==> config.mk <==
export PLATFORM = sky130hd
export DESIGN_NAME = scba_size_decode
export DESIGN_NICKNAME = d
export VERILOG_FILES = /design/src/design/scba_pkg.sv /design/src/design/scba_size_decode.sv
export SDC_FILE = /design/constraint.sdc
export NUM_CORES = 1
export LEC_CHECK = 0
export BUFFER_PORTS_ARGS = -buffer_cell sky130_fd_sc_hd__buf_2
export CORE_MARGIN = 1.5
export CORE_UTILIZATION = 38
export CTS_BUF_LIST = sky130_fd_sc_hd__clkbuf_8
export CTS_CLUSTER_SIZE = 10
export DETAILED_ROUTE_END_ITERATION = 8
export GPL_TIMING_DRIVEN = 0
export SLEW_MARGIN = 15
export SYNTH_ARGS = -nofsm -noshare
export SYNTH_HDL_FRONTEND = slang
export SYNTH_SLANG_ARGS = --single-unit
==> constraint.sdc <==
create_clock -name clk -period 10.3 [get_ports clk]
set_clock_uncertainty 0.2 [all_clocks]
set_input_delay 2.06 -clock clk [delete_from_list [all_inputs] [get_ports clk]]
set_output_delay 2.06 -clock clk [all_outputs]
set_load 0.05 [all_outputs]
==> src/design/scba_pkg.sv <==
// Shared types, codes and constants for the size-class block allocator.
`default_nettype none

package scba_pkg;

	localparam int NUM_BUCKETS_DEF = 160;
	localparam int FREE_DEPTH_DEF  = 64;

	localparam int SIZE_W   = 64;
	localparam int OFFSET_W = 64;
	localparam int STACK_W  = 56;
	localparam int GRANT_W  = 50;
	localparam int BUCKET_W = 8;
	localparam int STATUS_W = 3;

	localparam logic [SIZE_W-1:0] SMALL_LIMIT   = 64'd1024;
	localparam logic [5:0]        BUCKET0_SHIFT = 6'd10;

	typedef enum logic {
		CMD_ALLOC = 1'b0,
		CMD_FREE  = 1'b1
	} command_t;

	typedef enum logic [STATUS_W-1:0] {
		STS_OK           = 3'd0,
		STS_TOO_LARGE    = 3'd1,
		STS_NO_SPACE     = 3'd2,
		STS_FREE_IGNORED = 3'd3,
		STS_STACK_FULL   = 3'd4
	} status_t;

	typedef enum logic [2:0] {
		ST_IDLE,
		ST_ENC,
		ST_CLS,
		ST_LOOK,
		ST_EXEC,
		ST_POP,
		ST_OUT
	} state_t;

	// Stage enables for the size decoder
	typedef struct packed {
		logic load;
		logic step;
	} dec_ctl_t;

endpackage

`default_nettype wire

==> src/design/scba_size_decode.sv <==
// Two-stage size-to-bucket decoder: size minus one, then leading-one search; class extraction is combinational.
`default_nettype none

module scba_size_decode (
	input  wire                               clk,
	input  wire  scba_pkg::dec_ctl_t          ctl,
	input  wire  [scba_pkg::SIZE_W-1:0]       request_size,
	output logic [scba_pkg::BUCKET_W-1:0]     bucket
);
	import scba_pkg::*;

	logic [SIZE_W-1:0] m_s1;
	logic              small_s1;
	logic [SIZE_W-1:0] m_s2;
	logic              small_s2;
	logic [5:0]        top_s2;

	logic [5:0]        oct;
	logic [SIZE_W-1:0] sel;

	function automatic logic [5:0] top_bit(input logic [SIZE_W-1:0] v);
		logic [5:0] p;
		p = '0;
		for (int i = 0; i < SIZE_W; i++) begin
			if (v[i]) begin
				p = 6'(i);
			end
		end
		return p;
	endfunction

	always_ff @(posedge clk) begin
		if (ctl.load) begin
			m_s1     <= request_size - 64'd1;
			small_s1 <= (request_size <= SMALL_LIMIT);
		end
		if (ctl.step) begin
			m_s2     <= m_s1;
			small_s2 <= small_s1;
			top_s2   <= top_bit(m_s1);
		end
	end

	// Octave above 1024 and the two bits just below the leading one
	assign oct = top_s2 - BUCKET0_SHIFT;
	assign sel = m_s2 >> (7'(oct) + 7'd8);
	assign bucket = small_s2 ? '0 : ({oct, sel[1:0]} + 8'd1);

endmodule

`default_nettype wire

==> results of run 1 <==
==> how the worst min path moves through the flow <==
stage / to / slack (ns) / cells after the start
after CTS: m_s2[60] / 0.29 / 0
after global routing: m_s2[25] / 0.30 / 0
after detailed placement: m_s2[25] / 0.28 / 0
final: m_s2[58] / 0.29 / 0
after global placement: m_s2[38] / 0.27 / 0
after floorplan: small_s2 / 0.20 / 0
==> power by group through the flow <==
stage               clock (W)  sequential (W)  combinational, W
global route         0.000382        0.000653          0.000173
CTS                  0.000358        0.000648          0.000159
finish               0.000350        0.000648          0.000157
detailed placement          0        0.000659          0.000158
global placement            0        0.000657          0.000155
floorplan                   0        0.000644          0.000106
==> registers in the layout, summed over array words and instances (netlist names) <==
signal    count
top_s2        6
m_s1         63
small_s1      1
small_s2      1
m_s2         56
==> per-stage QoR <==
step           cells  setup slack, ns
3_3_place_gp     834             3.98
2_1_floorplan    535             4.20
4_1_cts          863             3.48
6_report         863             3.50
3_5_place_dp     834             3.96
5_1_grt          863             3.09
==> routing by layer <==
layer / vias to the layer above / GRT usage, % / wire length (um)
li1: 2251 / - / -
met1: 2218 / 22.1 / 6360
met2: 115 / 27.1 / 6980
met3: 19 / 2.81 / 707
met4: 0 / 6.08 / 205
met5: - / 0 / 0
==> area by class of cell <==
class | count | area, um2 | share of cell area, %
Tap cell | 225 | 282 | 3.60
Multi-Input combinational cell | 378 | 2890 | 36.9
Clock inverter | 12 | 83.8 | 1.07
Clock buffer | 17 | 234 | 3.00
Sequential cell | 127 | 3810 | 48.8
Inverter | 16 | 60.1 | 0.769
Timing Repair Buffer | 74 | 375 | 4.81
Buffer | 14 | 76.3 | 0.977
==> worst max-delay path, delay by kind of cell (launching register included) <==
kind                     cells  cell delay [ns]
flip-flops                   1             0.46
AO/OA/AOI/OAI                1             0.07
buffers and inverters        6             1.70
XOR/XNOR                     1             0.11
multiplexers                 1             0.31
adder cells (fa/ha/maj)      2             0.57
AND/OR/NAND/NOR              4             0.88
==> cells in the final DEF (no fill, tap or decap), drive strengths merged, types with 22 or more instances in the layout <==
cell type / Yosys / final
edfxtp: 127 / 127
buf: 7 / 81
nor2: 67 / 67
xor2: 43 / 43
nor3: 39 / 39
mux4: 31 / 31
nand2: 27 / 27
clkbuf: 7 / 24
nor4: 22 / 22
xnor2: 22 / 22
==> kinds of logic after synthesis <==
logic type                 after synthesis  synth area share [%]
AOI/OAI and AO/OA                       59                  5.73
xor gates and xnor gates                65                  8.55
adders and majority gates                4                 0.732
buffers and inverters                   30                  2.00
DFF                                    127                  55.8
muxes                                   37                  11.1
and+or+nand+nor                        213                  16.1
==> reports/results.ini, run 1 <==
[status]
outcome = complete, no violations

[route]
ant_nets = 0
wirelength_um = 14300
drt_pass1_iterations = 4
viasPerCell = 5.33
first_iter_violations = 315
vias = 4603
drc = 0
wl_per_cell_um = 16.5

[sta]
worstMarginPinSlew_ns = 0.779
finalMaxSlewViolations = 0
period_needed_ns = 6.80
hold_viol_final = 0
fmax_mhz = 147
slew_headroom_pct = 48.1
fin_setup_tns_ns = 0
rsz0062_at_grt = false
finalCritPeriodShare_pct = 66.0
holdWs_ns = 0.294
setup_viol = 0

[logic_synthesis]
synth_top_area_share_pct = 55.8
ys_ff_latch = 127
yosysUniqueCellTypes = 52
ys_seq_area_share_pct = 55.8
syn_area_mm2 = 0.00684
yosys_warnings = 0
synth_top_cell_by_area = edfxtp_1
async_flop_share_pct = 0
avgSynthCellArea_um2 = 12.8
synth.most_common_cell = edfxtp_1
synth_edf_count = 127
synth_common_cells = 127 x edfxtp_1, 66 x nor2_1, 42 x xor2_1
synthCells = 535
synth_area_leaders = edfxtp_1 56%, mux4_2 10%, xor2_1 5.4%
synthFlopType = edfxtp_1
syn_nets = 606

[setup_path]
crit_arrival_ns = 4.54
crit_slowest_cell = edfxtp_1
worstPathCellList = buf_2 > buf_2 > inv_1 > ha_1 > clkbuf_1 > clkbuf_1 > mux4_2 > a21oi_1 > nor3_1 > ha_1 > nand2_1 > nor4_1 > xnor2_1 > nor2_1 > buf_2
r2r_end = top_s2[2]
crit_top_cell = buf_2
path_max_fanout = 10
worstPathRequired_ns = 8.04
max_stage_delay_ns = 0.46
r2r_cells = 8
crit_path_end_kind = primary output
r2r-start = m_s1[13]
setup.worst_path.end = bucket[6]
r2r_setup_slack_ns = 7.51
criticalPathCategory = register to primary output
cp-startpoint = top_s2[1]
start_kind = register

[power]
seqPwrFrac_pct = 56.1
p_comb_share_pct = 13.6
ir_drop_uv = 66.9
switching_share_pct = 24.9
pwr_density_cell_mw_per_mm2 = 148
power.leakage_nw = 2.76
clkPwrFrac_pct = 30.3
p_sw_w = 0.000288
p_int_w = 0.000867
p_total_w = 0.00115

[placement]
port_buffers = 74
place_area_mm2 = 0.00749
hpwl_um = 11300
gp_congestion = 0.795

[cells_and_area]
nFillCells = 1614
fin_area_mm2 = 0.00781
postLayoutCoreUtil_pct = 44.8
antenna_cells = 0
drive_above_1_share_pct = 23.2
num-nets-final = 699
syn2layout_area_growth_pct = 14.3

[min_path]
hold_start = m_s1[58]
worstHoldPathType = register to register

[global_routing]
grt_max_degree = 65
grt_pass1_vias = 4638
grt_usage_pct = 16.5
antenna_found_initial = 0
grt_overflow = 0
grt_pass1_wl_um = 23700

[die]
io_pins = 75
die_w_um = 137
dieArea_mm2 = 0.0188
rows = 48
fp.coreArea_mm2 = 0.0174
initial_core_util_pct = 39.2
dieHeight_um = 137

[clock_network]
clk_latency_ns = 0.43
cts_buffers = 17
cts_tree = done
htreeDepth = 4
cts_setup_buffers = 0
clockBufferDepth = 2
clock-sinks = 127
clk_pin_slew_ns = 0.07
clockRootBuffer = clkbuf_8
hold_buffers = 0
cts-resized-gates = 0

[run]
cap_violations = 0

Power figures use the tool's default switching activity.
==> inputs of run 2 (changes only) <==
- clock period: 10.3 -> 5.7 ns (I/O delays scaled with it)
==> run 2 against run 1 <==
Die area unchanged. Largest cell class unchanged. Cell count increased by 0.12%. Flip-flop and latch count did not move. Sequential share of layout area fell by 0.30 points. Combinational power grew 84%. Critical path depth grew 1. Cell area grew 0.62%. Sequential power is 81% higher. Highest routed layer unchanged. Hold slack about the same. Via count increased by 0.65%. Power up 81%. Register-to-register slack got worse by 4.6 ns.
==> reports/results.ini, run 2 (synthesis results as in run 1) <==
[die]
dieArea_mm2 = 0.0188
dieHeight_um = 137
rows = 48
fp.coreArea_mm2 = 0.0174
die_w_um = 137
initial_core_util_pct = 39.2
io_pins = 75

[setup_path]
start_kind = register
cp-startpoint = top_s2[1]
criticalPathCategory = register to primary output
worstPathCellList = buf_2 > buf_2 > inv_1 > ha_2 > nor2b_1 > or3_1 > and2_0 > clkbuf_1 > o311a_1 > nor3_2 > ha_1 > nand2_1 > nor4_2 > xnor2_1 > nor2_1 > clkbuf_4
r2r_cells = 8
max_stage_delay_ns = 0.48
crit_slowest_cell = edfxtp_1
crit_top_cell = buf_2
crit_arrival_ns = 4.07
r2r_end = top_s2[2]
cp_num_cells = 16
cp_top_family = simple AND/OR/NAND/NOR gates
r2r-start = m_s1[13]
crit_path_end_kind = primary output
path_max_fanout = 10
r2r_setup_slack_ns = 2.89
worstPathRequired_ns = 4.36
setup.worst_path.end = bucket[6]
crit_buf_inv = 5

[min_path]
whs_path_depth = 0
worstHoldPathType = register to register

[route]
viasPerCell = 5.36
drc = 0
wirelength_um = 14300
drt_pass1_iterations = 5
wl_per_cell_um = 16.6
ant_nets = 0
first_iter_violations = 314
met1_length_um = 6420
vias = 4633
wl_met3_um = 661
dr_wl_met2_um = 7080
highest-signal-layer = met4

[global_routing]
grt_pass1_wl_um = 23700
grt_pass1_vias = 4643
grt_overflow = 0
antenna_found_initial = 0
grt_max_degree = 65
grt_usage_pct = 16.5

[placement]
hpwl_um = 11300
place_area_mm2 = 0.00749
port_buffers = 74
dp_cells = 834
gp_congestion = 0.795

[clock_network]
clk_latency_ns = 0.42
clk_pin_slew_ns = 0.07
clock-sinks = 127
cts_tree = done
htreeDepth = 4
cts_buffers = 17
clockRootBuffer = clkbuf_8
clockBufferDepth = 2

[cells_and_area]
max_flop_register = m_s1
drive_above_1_share_pct = 24.3
final-seq-area_mm2 = 0.00381
syn2layout_area_growth_pct = 15.0
fin_area_mm2 = 0.00786
instances_no_fill = 864
largest_reg_flops = 63
final_cell_mix = 127 x edfxtp_1, 76 x buf_2, 66 x nor2_1
nFillCells = 1609
reg_top3 = m_s1: 63 flops, m_s2: 56 flops, top_s2: 6 flops
num-nets-final = 700
antenna_cells = 0
multiInputGateArea_mm2 = 0.00292
layout_commonest_cell = edfxtp_1

[status]
outcome = complete, no violations

[sta]
setup_viol = 0
hold_viol_final = 0
worstMarginPinSlew_ns = 0.782
finalCritPeriodShare_pct = 94.9
finalMaxSlewViolations = 0
holdWs_ns = 0.294
fmax_mhz = 185
slew_headroom_pct = 47.9
fin_setup_tns_ns = 0
period_needed_ns = 5.41

[power]
ir_drop_uv = 120
p_total_w = 0.00209
p_comb_share_pct = 13.8
p_sw_w = 0.000522
p_int_w = 0.00157
clkPwrFrac_pct = 30.2
power.leakage_nw = 2.78
switching_share_pct = 25.0
pwr_density_cell_mw_per_mm2 = 266
seqPwrFrac_pct = 56.0

[run]
cap_violations = 0

## run 2: worst min-delay path by stage
stage | slack (ns) | to | start
after global placement | 0.27 | m_s2[38] | m_s1[38]
after detailed placement | 0.28 | m_s2[25] | m_s1[25]
final | 0.29 | m_s2[40] | m_s1[40]
after floorplan | 0.20 | small_s2 | small_s1
after CTS | 0.29 | m_s2[60] | m_s1[60]
after global routing | 0.30 | m_s2[25] | m_s1[25]
## run 2: worst reg2reg max path: stages, from the launching register on
cell and delay [ns]:
edfxtp_1 0.44, or4_1 0.59, o21bai_1 0.19, a21boi_0 0.25
o211ai_1 0.16, a21oi_1 0.21, o21ai_0 0.10, a21boi_0 0.33
o21bai_1 0.11
## run 2: timing repair
action / in CTS / in global routing
resized for setup: 3 / 6
buffers inserted: 0 / 1
setup endpoints to repair: 2 / 4
hold buffers: 0 / 0
pin swaps: 0 / 1
## run 2: stage by stage
stage,util (%),setup WS [ns]
global route,45.1,-0.0136
finish,45.1,0.291
CTS,44.9,0.0137
floorplan,-,0.518
global placement,43.0,0.305
detailed placement,43.0,0.283
## run 2: area by class of cell
class / count / share of cell area (%)
Sequential cell: 127 / 48.5
Multi-Input combinational cell: 378 / 37.2
Timing Repair Buffer: 75 / 4.90
Tap cell: 225 / 3.58
Clock buffer: 17 / 2.98
Clock inverter: 12 / 1.07
Buffer: 14 / 0.987
Inverter: 16 / 0.764
## run 2: routing by layer
layer | global-route usage [%] | vias up
met4 | 6.08 | 0
met3 | 2.81 | 19
met1 | 22.1 | 2239
met5 | 0 | -
met2 | 27.1 | 118
li1 | - | 2257
## run 2: power by group through the flow
stage	Combinational (W)	Clock, W	Sequential (W)
global route	0.000318	0.000690	0.00118
floorplan	0.000191	0	0.00116
global placement	0.000280	0	0.00119
finish	0.000289	0.000632	0.00117
detailed placement	0.000286	0	0.00119
CTS	0.000288	0.000648	0.00117
